===== src/sv/did_pkg.sv =====
// ----------------------------------------------------------------------------
// did_pkg
// Shared types and codes for the delta instruction decoder.
// ----------------------------------------------------------------------------
package did_pkg;

	localparam int SIZE_BITS_DEF = 32;
	localparam int RQ_DEPTH      = 4;

	// result kinds
	localparam logic [2:0] KIND_LITERAL = 3'd0;
	localparam logic [2:0] KIND_COPY    = 3'd1;
	localparam logic [2:0] KIND_TARGET  = 3'd2;
	localparam logic [2:0] KIND_END_OK  = 3'd3;
	localparam logic [2:0] KIND_END_ERR = 3'd4;

	// error codes
	localparam logic [2:0] ERR_NONE      = 3'd0;
	localparam logic [2:0] ERR_SRC_SIZE  = 3'd1;
	localparam logic [2:0] ERR_OPCODE0   = 3'd2;
	localparam logic [2:0] ERR_RANGE     = 3'd3;
	localparam logic [2:0] ERR_TRAILING  = 3'd4;
	localparam logic [2:0] ERR_TRUNCATED = 3'd5;
	localparam logic [2:0] ERR_TGT_SIZE  = 3'd6;
	localparam logic [2:0] ERR_WIDE      = 3'd7;

	// copy size field of zero stands for this length
	localparam logic [23:0] COPY_SIZE_ZERO = 24'h010000;

	typedef struct packed {
		logic [2:0]  kind;
		logic [7:0]  literal;
		logic [31:0] copy_offset;
		logic [31:0] length;
		logic [2:0]  error_code;
		logic        last;
	} res_t;

	// up to two results pushed per decoded byte, r0 first
	typedef struct packed {
		logic [1:0] n;
		res_t       r0;
		res_t       r1;
	} push_t;

endpackage


===== src/sv/did_intf.sv =====
// ----------------------------------------------------------------------------
// did_intf
// Channel interfaces: delta byte input, result output, configuration write.
// ----------------------------------------------------------------------------
interface did_in_if;
	logic       valid;
	logic       ready;
	logic [7:0] delta_byte;
	logic       final_byte;

	modport source (output valid, output delta_byte, output final_byte, input ready);
	modport sink (input valid, input delta_byte, input final_byte, output ready);
endinterface

interface did_out_if;
	logic        valid;
	logic        ready;
	logic [2:0]  kind;
	logic [7:0]  literal;
	logic [31:0] copy_offset;
	logic [31:0] length;
	logic [2:0]  error_code;
	logic        last;

	modport source (output valid, output kind, output literal, output copy_offset,
		output length, output error_code, output last, input ready);
	modport sink (input valid, input kind, input literal, input copy_offset,
		input length, input error_code, input last, output ready);
endinterface

interface did_cfg_if;
	logic        valid;
	logic        ready;
	logic [31:0] source_length;

	modport source (output valid, output source_length, input ready);
	modport sink (input valid, input source_length, output ready);
endinterface


===== src/sv/did_core.sv =====
// ----------------------------------------------------------------------------
// did_core
// Input register and per-byte decode: headers, copy/insert commands, end status.
// ----------------------------------------------------------------------------
module did_core
	import did_pkg::*;
#(
	parameter int SIZE_BITS = SIZE_BITS_DEF
) (
	input  logic        clk,
	input  logic        arst_n,
	input  logic        in_valid,
	output logic        in_ready,
	input  logic [7:0]  in_byte,
	input  logic        in_final,
	input  logic [31:0] src_len,
	input  logic        room,
	output push_t       push
);

	localparam int HDR = (SIZE_BITS < 32) ? SIZE_BITS : 32;
	localparam logic [5:0] HDR_S = 6'(HDR);

	localparam logic [2:0] PH_SRC   = 3'd0;
	localparam logic [2:0] PH_DST   = 3'd1;
	localparam logic [2:0] PH_CMD   = 3'd2;
	localparam logic [2:0] PH_OPS   = 3'd3;
	localparam logic [2:0] PH_INS   = 3'd4;
	localparam logic [2:0] PH_DRAIN = 3'd5;

	logic        vld_s1;
	logic [7:0]  byte_s1;
	logic        fin_s1;
	logic        advance;

	logic [2:0]     phase_q, n_phase;
	logic [5:0]     shift_q, n_shift;
	logic [HDR-1:0] hacc_q, n_hacc;
	logic [HDR-1:0] tsize_q, n_tsize;
	logic [6:0]     mask_q, n_mask;
	logic [31:0]    poff_q, n_poff;
	logic [23:0]    psz_q, n_psz;
	logic [6:0]     lleft_q, n_lleft;
	logic [31:0]    ocount_q, n_ocount;
	logic [2:0]     err_q, n_err;

	logic [6:0]     p;
	logic [HDR+6:0] sh;
	logic           hdr_ovf;
	logic [HDR-1:0] hacc_add;
	logic [6:0]     sel;
	logic [31:0]    ops_off, cp_off;
	logic [23:0]    ops_psz, cp_psz, cp_size;
	logic           rng_bad, tgt_bad, ins_bad, do_finish;
	logic           body_v;
	res_t           body, fin_res;
	logic [2:0]     end_err;

	assign advance  = vld_s1 && room;
	assign in_ready = !vld_s1 || room;

	always_ff @(posedge clk or negedge arst_n) begin
		if (!arst_n) begin
			vld_s1 <= 1'b0;
		end else if (in_ready) begin
			vld_s1 <= in_valid;
		end
	end

	always_ff @(posedge clk) begin
		if (in_ready && in_valid) begin
			byte_s1 <= in_byte;
			fin_s1  <= in_final;
		end
	end

	// operand byte lands at the lowest mask bit still set
	assign sel = mask_q & (~mask_q + 7'd1);

	always_comb begin
		ops_off = poff_q;
		ops_psz = psz_q;
		for (int k = 0; k < 4; k++) begin
			if (sel[k]) ops_off[8*k +: 8] = byte_s1;
		end
		for (int k = 0; k < 3; k++) begin
			if (sel[4+k]) ops_psz[8*k +: 8] = byte_s1;
		end
	end

	assign p        = byte_s1[6:0];
	assign sh       = {{HDR{1'b0}}, p} << shift_q;
	assign hdr_ovf  = (shift_q >= HDR_S) ? (p != 7'd0) : (sh[HDR+6:HDR] != 7'd0);
	assign hacc_add = hacc_q | ((shift_q >= HDR_S) ? {HDR{1'b0}} : sh[HDR-1:0]);

	assign cp_off  = (phase_q == PH_OPS) ? ops_off : 32'd0;
	assign cp_psz  = (phase_q == PH_OPS) ? ops_psz : 24'd0;
	assign cp_size = (cp_psz == 24'd0) ? COPY_SIZE_ZERO : cp_psz;
	assign rng_bad = ({1'b0, cp_off} + 33'(cp_size)) > {1'b0, src_len};
	assign tgt_bad = ({1'b0, ocount_q} + 33'(cp_size)) > 33'(tsize_q);
	assign ins_bad = ({1'b0, ocount_q} + 33'(byte_s1)) > 33'(tsize_q);

	always_comb begin
		n_phase   = phase_q;
		n_shift   = shift_q;
		n_hacc    = hacc_q;
		n_tsize   = tsize_q;
		n_mask    = mask_q;
		n_poff    = poff_q;
		n_psz     = psz_q;
		n_lleft   = lleft_q;
		n_ocount  = ocount_q;
		n_err     = err_q;
		body_v    = 1'b0;
		body      = '0;
		do_finish = 1'b0;

		case (phase_q)
			PH_SRC, PH_DST: begin
				if (hdr_ovf) begin
					n_phase = PH_DRAIN;
					n_err   = ERR_WIDE;
				end else begin
					n_hacc  = hacc_add;
					n_shift = (shift_q > 6'd56) ? 6'd63 : shift_q + 6'd7;
					if (!byte_s1[7]) begin
						n_shift = 6'd0;
						n_hacc  = {HDR{1'b0}};
						if (phase_q == PH_SRC) begin
							if (32'(hacc_add) != src_len) begin
								n_phase = PH_DRAIN;
								n_err   = ERR_SRC_SIZE;
							end else begin
								n_phase = PH_DST;
							end
						end else begin
							n_tsize     = hacc_add;
							body_v      = 1'b1;
							body.kind   = KIND_TARGET;
							body.length = 32'(hacc_add);
							n_phase     = PH_CMD;
						end
					end
				end
			end
			PH_CMD: begin
				if ({1'b0, ocount_q} >= 33'(tsize_q)) begin
					n_phase = PH_DRAIN;
					n_err   = ERR_TRAILING;
				end else if (byte_s1[7]) begin
					n_mask = byte_s1[6:0];
					n_poff = 32'd0;
					n_psz  = 24'd0;
					if (byte_s1[6:0] == 7'd0) do_finish = 1'b1;
					else n_phase = PH_OPS;
				end else if (byte_s1 != 8'd0) begin
					if (ins_bad) begin
						n_phase = PH_DRAIN;
						n_err   = ERR_TGT_SIZE;
					end else begin
						n_lleft = byte_s1[6:0];
						n_phase = PH_INS;
					end
				end else begin
					n_phase = PH_DRAIN;
					n_err   = ERR_OPCODE0;
				end
			end
			PH_OPS: begin
				n_poff = ops_off;
				n_psz  = ops_psz;
				n_mask = mask_q & (mask_q - 7'd1);
				if ((mask_q & (mask_q - 7'd1)) == 7'd0) do_finish = 1'b1;
			end
			PH_INS: begin
				body_v       = 1'b1;
				body.kind    = KIND_LITERAL;
				body.literal = byte_s1;
				n_ocount     = ocount_q + 32'd1;
				n_lleft      = lleft_q - 7'd1;
				if (lleft_q == 7'd1) n_phase = PH_CMD;
			end
			default: ;
		endcase

		if (do_finish) begin
			if (rng_bad) begin
				n_phase = PH_DRAIN;
				n_err   = ERR_RANGE;
			end else if (tgt_bad) begin
				n_phase = PH_DRAIN;
				n_err   = ERR_TGT_SIZE;
			end else begin
				body_v           = 1'b1;
				body.kind        = KIND_COPY;
				body.copy_offset = cp_off;
				body.length      = 32'(cp_size);
				n_ocount         = ocount_q + 32'(cp_size);
				n_phase          = PH_CMD;
			end
		end
		body.last = !fin_s1;
	end

	// end status looks at the state this byte leaves behind
	always_comb begin
		if (n_phase == PH_DRAIN) end_err = n_err;
		else if (n_phase == PH_CMD) end_err = (n_ocount == 32'(n_tsize)) ? ERR_NONE : ERR_TGT_SIZE;
		else end_err = ERR_TRUNCATED;
		fin_res            = '0;
		fin_res.kind       = (end_err != ERR_NONE) ? KIND_END_ERR : KIND_END_OK;
		fin_res.length     = n_ocount;
		fin_res.error_code = end_err;
		fin_res.last       = 1'b1;
	end

	always_comb begin
		push = '0;
		if (advance) begin
			if (body_v) begin
				push.r0 = body;
				push.r1 = fin_res;
				push.n  = fin_s1 ? 2'd2 : 2'd1;
			end else begin
				push.r0 = fin_res;
				push.n  = fin_s1 ? 2'd1 : 2'd0;
			end
		end
	end

	always_ff @(posedge clk or negedge arst_n) begin
		if (!arst_n) begin
			phase_q  <= PH_SRC;
			shift_q  <= '0;
			hacc_q   <= '0;
			tsize_q  <= '0;
			mask_q   <= '0;
			poff_q   <= '0;
			psz_q    <= '0;
			lleft_q  <= '0;
			ocount_q <= '0;
			err_q    <= ERR_NONE;
		end else if (advance) begin
			if (fin_s1) begin
				phase_q  <= PH_SRC;
				shift_q  <= '0;
				hacc_q   <= '0;
				tsize_q  <= '0;
				mask_q   <= '0;
				poff_q   <= '0;
				psz_q    <= '0;
				lleft_q  <= '0;
				ocount_q <= '0;
				err_q    <= ERR_NONE;
			end else begin
				phase_q  <= n_phase;
				shift_q  <= n_shift;
				hacc_q   <= n_hacc;
				tsize_q  <= n_tsize;
				mask_q   <= n_mask;
				poff_q   <= n_poff;
				psz_q    <= n_psz;
				lleft_q  <= n_lleft;
				ocount_q <= n_ocount;
				err_q    <= n_err;
			end
		end
	end

endmodule


===== src/sv/did_rqueue.sv =====
// ----------------------------------------------------------------------------
// did_rqueue
// Small result queue: takes up to two results per cycle, hands out one.
// ----------------------------------------------------------------------------
module did_rqueue
	import did_pkg::*;
#(
	parameter int DEPTH = RQ_DEPTH
) (
	input  logic  clk,
	input  logic  arst_n,
	input  push_t push,
	output logic  room,
	output logic  out_valid,
	input  logic  out_ready,
	output res_t  head
);

	localparam int PW = $clog2(DEPTH);
	localparam int CW = $clog2(DEPTH + 1);

	res_t          ent_q [DEPTH];
	logic [PW-1:0] wp_q, rp_q;
	logic [CW-1:0] cnt_q;
	logic          pop;

	assign out_valid = (cnt_q != '0);
	assign pop       = out_valid && out_ready;
	assign head      = ent_q[rp_q];
	// two free slots needed for a byte that yields a body result and an end status
	assign room      = (cnt_q <= CW'(DEPTH - 2));

	always_ff @(posedge clk) begin
		if (push.n != 2'd0) ent_q[wp_q] <= push.r0;
		if (push.n == 2'd2) ent_q[wp_q + PW'(1)] <= push.r1;
	end

	always_ff @(posedge clk or negedge arst_n) begin
		if (!arst_n) begin
			wp_q  <= '0;
			rp_q  <= '0;
			cnt_q <= '0;
		end else begin
			wp_q  <= wp_q + PW'(push.n);
			if (pop) rp_q <= rp_q + PW'(1);
			cnt_q <= cnt_q + CW'(push.n) - CW'(pop);
		end
	end

endmodule


===== src/sv/delta_instruction_decoder_unit.sv =====
// ----------------------------------------------------------------------------
// delta_instruction_decoder_unit
// Copy/insert delta decoder, one delta byte per item.
// ----------------------------------------------------------------------------
// Takes one delta byte per cycle. A byte is held in the input register,
// is decoded against the header/command state, and its results (none, one, or
// a body result plus the end status on the final byte) go into a four-entry
// result queue that drains one result per cycle. The input stalls only while
// that queue has fewer than two free entries, so a stream sustains one byte per
// cycle whenever the consumer takes one result per cycle; a final byte that
// also ends a command pushes two results. A byte's results leave through the
// result queue. source_length may be written only while idle.
module delta_instruction_decoder_unit
	import did_pkg::*;
#(
	parameter int SIZE_BITS = SIZE_BITS_DEF
) (
	input  logic         clk,
	input  logic         arst_n,
	did_in_if.sink       din,
	did_out_if.source    dout,
	did_cfg_if.sink      cfg
);

	logic [31:0] src_len_q;
	logic        room;
	push_t       push;
	res_t        head;

	assign cfg.ready = 1'b1;

	always_ff @(posedge clk or negedge arst_n) begin
		if (!arst_n) begin
			src_len_q <= '0;
		end else if (cfg.valid) begin
			src_len_q <= cfg.source_length;
		end
	end

	did_core #(.SIZE_BITS(SIZE_BITS)) u_core (
		.clk      (clk),
		.arst_n   (arst_n),
		.in_valid (din.valid),
		.in_ready (din.ready),
		.in_byte  (din.delta_byte),
		.in_final (din.final_byte),
		.src_len  (src_len_q),
		.room     (room),
		.push     (push)
	);

	did_rqueue #(.DEPTH(RQ_DEPTH)) u_rqueue (
		.clk       (clk),
		.arst_n    (arst_n),
		.push      (push),
		.room      (room),
		.out_valid (dout.valid),
		.out_ready (dout.ready),
		.head      (head)
	);

	assign dout.kind        = head.kind;
	assign dout.literal     = head.literal;
	assign dout.copy_offset = head.copy_offset;
	assign dout.length      = head.length;
	assign dout.error_code  = head.error_code;
	assign dout.last        = head.last;

endmodule


===== src/flat_wrapper.sv =====
// flat-port wrapper written by rule: the top's interface ports become plain ports
module delta_instruction_decoder_unit_flat import did_pkg::*;
#(
	parameter int SIZE_BITS = SIZE_BITS_DEF
)
  (clk, arst_n, din_valid, din_delta_byte, din_final_byte, din_ready, dout_valid, dout_kind, dout_literal, dout_copy_offset, dout_length, dout_error_code, dout_last, dout_ready, cfg_valid, cfg_source_length, cfg_ready);
  did_in_if din_i ();
  did_out_if dout_i ();
  did_cfg_if cfg_i ();
  input  logic clk;
  input  logic arst_n;
  input wire logic [$bits(din_i.valid)-1:0] din_valid;
  input wire logic [$bits(din_i.delta_byte)-1:0] din_delta_byte;
  input wire logic [$bits(din_i.final_byte)-1:0] din_final_byte;
  output wire logic [$bits(din_i.ready)-1:0] din_ready;
  output wire logic [$bits(dout_i.valid)-1:0] dout_valid;
  output wire logic [$bits(dout_i.kind)-1:0] dout_kind;
  output wire logic [$bits(dout_i.literal)-1:0] dout_literal;
  output wire logic [$bits(dout_i.copy_offset)-1:0] dout_copy_offset;
  output wire logic [$bits(dout_i.length)-1:0] dout_length;
  output wire logic [$bits(dout_i.error_code)-1:0] dout_error_code;
  output wire logic [$bits(dout_i.last)-1:0] dout_last;
  input wire logic [$bits(dout_i.ready)-1:0] dout_ready;
  input wire logic [$bits(cfg_i.valid)-1:0] cfg_valid;
  input wire logic [$bits(cfg_i.source_length)-1:0] cfg_source_length;
  output wire logic [$bits(cfg_i.ready)-1:0] cfg_ready;
  assign din_i.valid = din_valid;
  assign din_i.delta_byte = din_delta_byte;
  assign din_i.final_byte = din_final_byte;
  assign din_ready = din_i.ready;
  assign dout_valid = dout_i.valid;
  assign dout_kind = dout_i.kind;
  assign dout_literal = dout_i.literal;
  assign dout_copy_offset = dout_i.copy_offset;
  assign dout_length = dout_i.length;
  assign dout_error_code = dout_i.error_code;
  assign dout_last = dout_i.last;
  assign dout_i.ready = dout_ready;
  assign cfg_i.valid = cfg_valid;
  assign cfg_i.source_length = cfg_source_length;
  assign cfg_ready = cfg_i.ready;
  delta_instruction_decoder_unit #(.SIZE_BITS(SIZE_BITS)) u_core (.clk(clk), .arst_n(arst_n), .din(din_i), .dout(dout_i), .cfg(cfg_i));
endmodule

===== config.mk =====
export PLATFORM = sky130hd
export DESIGN_NAME = delta_instruction_decoder_unit_flat
export DESIGN_NICKNAME = d
export VERILOG_FILES = /design/src/sv/did_pkg.sv /design/src/sv/did_intf.sv /design/src/sv/did_core.sv /design/src/sv/did_rqueue.sv /design/src/sv/delta_instruction_decoder_unit.sv /design/src/flat_wrapper.sv
export SDC_FILE = /design/constraint.sdc
export NUM_CORES = 2
export LEC_CHECK = 0
export BUFFER_PORTS_ARGS = -buffer_cell sky130_fd_sc_hd__clkbuf_2
export CAP_MARGIN = 10
export CORE_ASPECT_RATIO = 1.75
export CORE_MARGIN = 2
export CORE_UTILIZATION = 45
export DETAILED_ROUTE_END_ITERATION = 16
export GPL_ROUTABILITY_DRIVEN = 0
export GPL_TIMING_DRIVEN = 0
export HOLD_SLACK_MARGIN = 0.06
export PLACE_DENSITY_LB_ADDON = 0.08
export SYNTH_ARGS = -nofsm -noshare
export SYNTH_HDL_FRONTEND = slang
export SYNTH_SLANG_ARGS = --single-unit

===== constraint.sdc =====
create_clock -name clk -period 9.3 [get_ports clk]
set_clock_uncertainty 0.1 [all_clocks]
set_input_delay 0.93 -clock clk [delete_from_list [all_inputs] [get_ports clk]]
set_output_delay 0.93 -clock clk [all_outputs]
set_load 0.01 [all_outputs]

==> results.py <==
metrics = {
    "worst_setup_path": {
        "crit_type": "reg2reg",
        "worst_setup_path_end_kind": "register",
        "worstReg2RegEnd": "u_core.u_rqueue.ent_q[3][4]",
        "crit_required_ns": 9.71,
        "slowest_delay_ns": 0.68,
        "cpMaxStageDelayCell": "edfxtp_1",
        "worst_setup_path_start_kind": "register",
        "timing.rr.start": "u_core.u_core.byte_s1[6]",
        "r2r_slack_ns": 0.0004,
        "r2r_cells": 32,
        "critical_path.max_fanout": 10,
        "critPathMostFrequentCell": "nor3_1",
        "arrival_ns": 9.70,
    },
    "timing": {
        "setup_viol": 0,
        "worstMarginPinSlew_ns": 1.53,
        "fin_ws_ns": 0.000373,
        "period_minus_slack_ns": 9.30,
        "hold_viol": 0,
        "slew_viol_final": 5,
        "min_period_over_period": 1.00,
        "relSlewSlack": -0.0200,
        "fmax_mhz": 108,
    },
    "die": {
        "die_area_mm2": 0.0779,
        "pin_count": 128,
        "rows": 133,
        "die_w_um": 212,
        "core_mm2": 0.0751,
        "start_util": 0.453,
        "die_h_um": 368,
    },
    "status": {
        "status": "finished, violations left",
        "violations": "max-capacitance violations, max-slew violations",
    },
    "run": {
        "cap_viol_max_count": 2,
    },
    "global_routing": {
        "grt_max_degree": 90,
        "grt_pass1_vias": 31019,
        "antenna_found_initial": 0,
        "grt_pass1_wl_um": 207000,
        "gr-total-overflow": 0,
        "grt_usage": 0.365,
    },
    "route": {
        "vias": 31733,
        "drt-initial-drc-count": 3673,
        "avgViaCountPerCell": 6.35,
        "postRouteAntennaNets": 0,
        "firstDrtPassIters": 5,
        "route.detailed.drc": 0,
        "routedWlPerCell_um": 28.6,
        "wl_um": 143000,
    },
    "yosys": {
        "syn_nets": 3929,
        "synth-main-ff-cell": "dfrtp_1",
        "syn_avg_cell_area_um2": 9.23,
        "syn_inst": 3686,
        "yosysTopAreaCell": "dfrtp_1",
        "yosysSeqAreaShare": 0.400,
        "synth_seq_cells": 543,
        "synth-edff-count": 165,
        "yosysWarnings": 0,
        "synthTopCellsByArea": "dfrtp_1, edfxtp_1, dfxtp_1",
        "syn-cell-area_mm2": 0.0340,
        "synth_cell_types": 107,
        "synth_top_area_frac": 0.160,
        "async_flop_share": 0.401,
    },
    "clock_tree": {
        "worst_skew_pair.late_latency_ns": 0.65,
        "cts_tree": "done",
        "root_buffer": "clkbuf_16",
        "htreeDepth": 2,
        "numCtsBuffers": 52,
        "clk_pin_slew_ns": 0.07,
        "cts_buffer_depth": 3,
        "cts_hold_buf": 0,
        "cts.sinks": 543,
    },
    "placed_design": {
        "dp_slack_ns": -4.22,
        "hpwl_um": 108000,
        "dp_cells": 4832,
        "portBuffers": 125,
        "dpl-instance-area_mm2": 0.0361,
    },
    "pwr": {
        "ir_drop_mv": 0.187,
        "clkPwrFrac": 0.213,
        "intPower_mw": 5.50,
        "combPwrFrac": 0.499,
        "power_leakage_nw": 15.6,
        "sw_frac_of_total": 0.468,
        "p_seq_frac": 0.288,
        "switchingPower_mw": 4.84,
        "power.density_cell_area_mw_per_mm2": 263,
    },
    "finish": {
        "fin_cells": 4997,
        "final_cell_mix": "nand2_1, o21ai_0, nor2_1, dfrtp_1, a21oi_1",
        "nNetsFinal": 4185,
        "final_area_mm2": 0.0393,
        "drive_gt1_frac": 0.153,
        "final_common_cell": "nand2_1",
        "fin_util": 0.523,
        "area_growth_pct": 15.4,
    },
    "min_path": {
        "hold_class": "in2async",
    },
}
-- metrics by stage --
step | TNS [ns] | power (mW) | hold WS (ns)
2_1_floorplan | 0 | 5.68 | 0.320
3_3_place_gp | -1530.91 | 7.60 | 0.328
3_5_place_dp | -1569.49 | 7.64 | 0.337
4_1_cts | 0 | 10.1 | 0.282
5_1_grt | -2.56 | 10.7 | 0.316
6_report | 0 | 10.3 | 0.253
-- cell usage after synthesis (12+ instances only) --
cell type / instances
o221ai_1: 14
a22o_1: 65
edfxtp_1: 165
clkbuf_1: 185
o21a_1: 18
o41ai_1: 45
nor2_1: 263
nand2_1: 527
xnor2_1: 96
o31ai_1: 28
dfrtp_1: 218
and3_1: 14
o211ai_1: 31
inv_1: 113
a211oi_1: 25
and4_1: 13
nand2b_1: 24
a31oi_1: 35
and2_1: 26
nor4_1: 29
nor3_1: 59
o21ai_0: 314
mux2i_1: 71
mux4_2: 81
o22ai_1: 149
or3_1: 17
a21o_1: 52
dfxtp_1: 160
a21oi_1: 200
nand4_1: 47
nand3_1: 67
ha_1: 193
buf_2: 19
buf_6: 13
xor2_1: 64
or2_2: 14
o21bai_1: 12
nor2b_1: 23
buf_1: 22
-- layer usage --
layer	global-route usage	wire length (um)	up-vias
met5	0	0	-
met4	0.315	14600	0
met1	0.417	50800	15352
li1	-	-	14189
met2	0.591	66900	1686
met3	0.0614	10700	506
-- critical path, delay by kind of cell, from the launching register on --
family                   cells  cell delay [ns]
adder cells (fa/ha/maj)      2             0.67
buffers and inverters        5             1.48
XOR/XNOR                     1             0.20
flip-flops                   1             0.68
multiplexers                 1             0.26
AO/OA/AOI/OAI                8             1.95
AND/OR/NAND/NOR             15             3.75
-- final cells by class --
cell class / instances / area, um^2
repair buffers: 197 / 1260
clock inverters: 20 / 215
diodes: 1 / 2.50
flip-flops and latches: 543 / 13600
clock buffers: 76 / 1500
inverters: 114 / 447
plain buffers: 242 / 1220
fillers: 7054 / 35800
repair inverters: 8 / 60.1
well taps: 1012 / 1270
multi-input cells: 2784 / 19700
-- state kept, by name, indices dropped and copies added (netlist names), 6 cells and up --
name	cells
u_core.u_core.poff_q	32
u_core.u_core.ocount_q	32
u_core.u_core.mask_q	7
u_core.u_core.shift_q	6
u_core.u_core.psz_q	24
u_core.u_rqueue.ent_q	316
u_core.u_core.byte_s1	8
u_core.src_len_q	32
u_core.u_core.tsize_q	32
u_core.u_core.lleft_q	7
u_core.u_core.hacc_q	32
-- cell families (layout without fill, tap and decap cells) --
kind of cell             after synthesis  in the layout  synth area share
AO/OA/AOI/OAI                       1095           1095             0.206
XOR/XNOR                             161            161            0.0418
adder cells (fa/ha/maj)              198            198            0.0736
buffers and inverters                359            657            0.0439
flip-flops                           543            543             0.400
multiplexers                         160            160            0.0771
other                                  1              2          0.000110
AND/OR/NAND/NOR                     1169           1169             0.157
-- power by group through the flow --
stage	Combinational, mW	Clock [mW]	Sequential [mW]
final	5.16	2.20	2.98
after global routing	5.34	2.32	3.00
after global placement	4.59	0	3.01
after CTS	4.91	2.23	2.97
after detailed placement	4.63	0	3.02
after floorplan	2.74	0	2.94
-- what timing repair did --
action	in CTS	in global routing
buffers inserted	34	28
endpoints found under the setup margin	515	476
gates cloned	8	0
pin swaps	15	28
resized for setup	172	84
-- worst max-delay path by stage --
| stage | start | end | cells after the start |
|---|---|---|---|
| 2_1_floorplan | u_core.u_core.phase_q[1] | u_core.u_rqueue.ent_q[3][0] | 45 |
| 3_5_place_dp | u_core.u_core.phase_q[1] | u_core.u_rqueue.ent_q[3][23] | 45 |
| 4_1_cts | u_core.u_core.phase_q[1] | u_core.u_rqueue.ent_q[1][78] | 45 |
| 6_report | u_core.u_core.byte_s1[6] | u_core.u_rqueue.ent_q[3][4] | 32 |
| 5_1_grt | u_core.u_core.phase_q[0] | u_core.u_rqueue.ent_q[1][77] | 45 |
| 3_3_place_gp | u_core.u_core.phase_q[1] | u_core.u_rqueue.ent_q[3][23] | 45 |
Note: power is estimated with default switching activity, not from simulation.
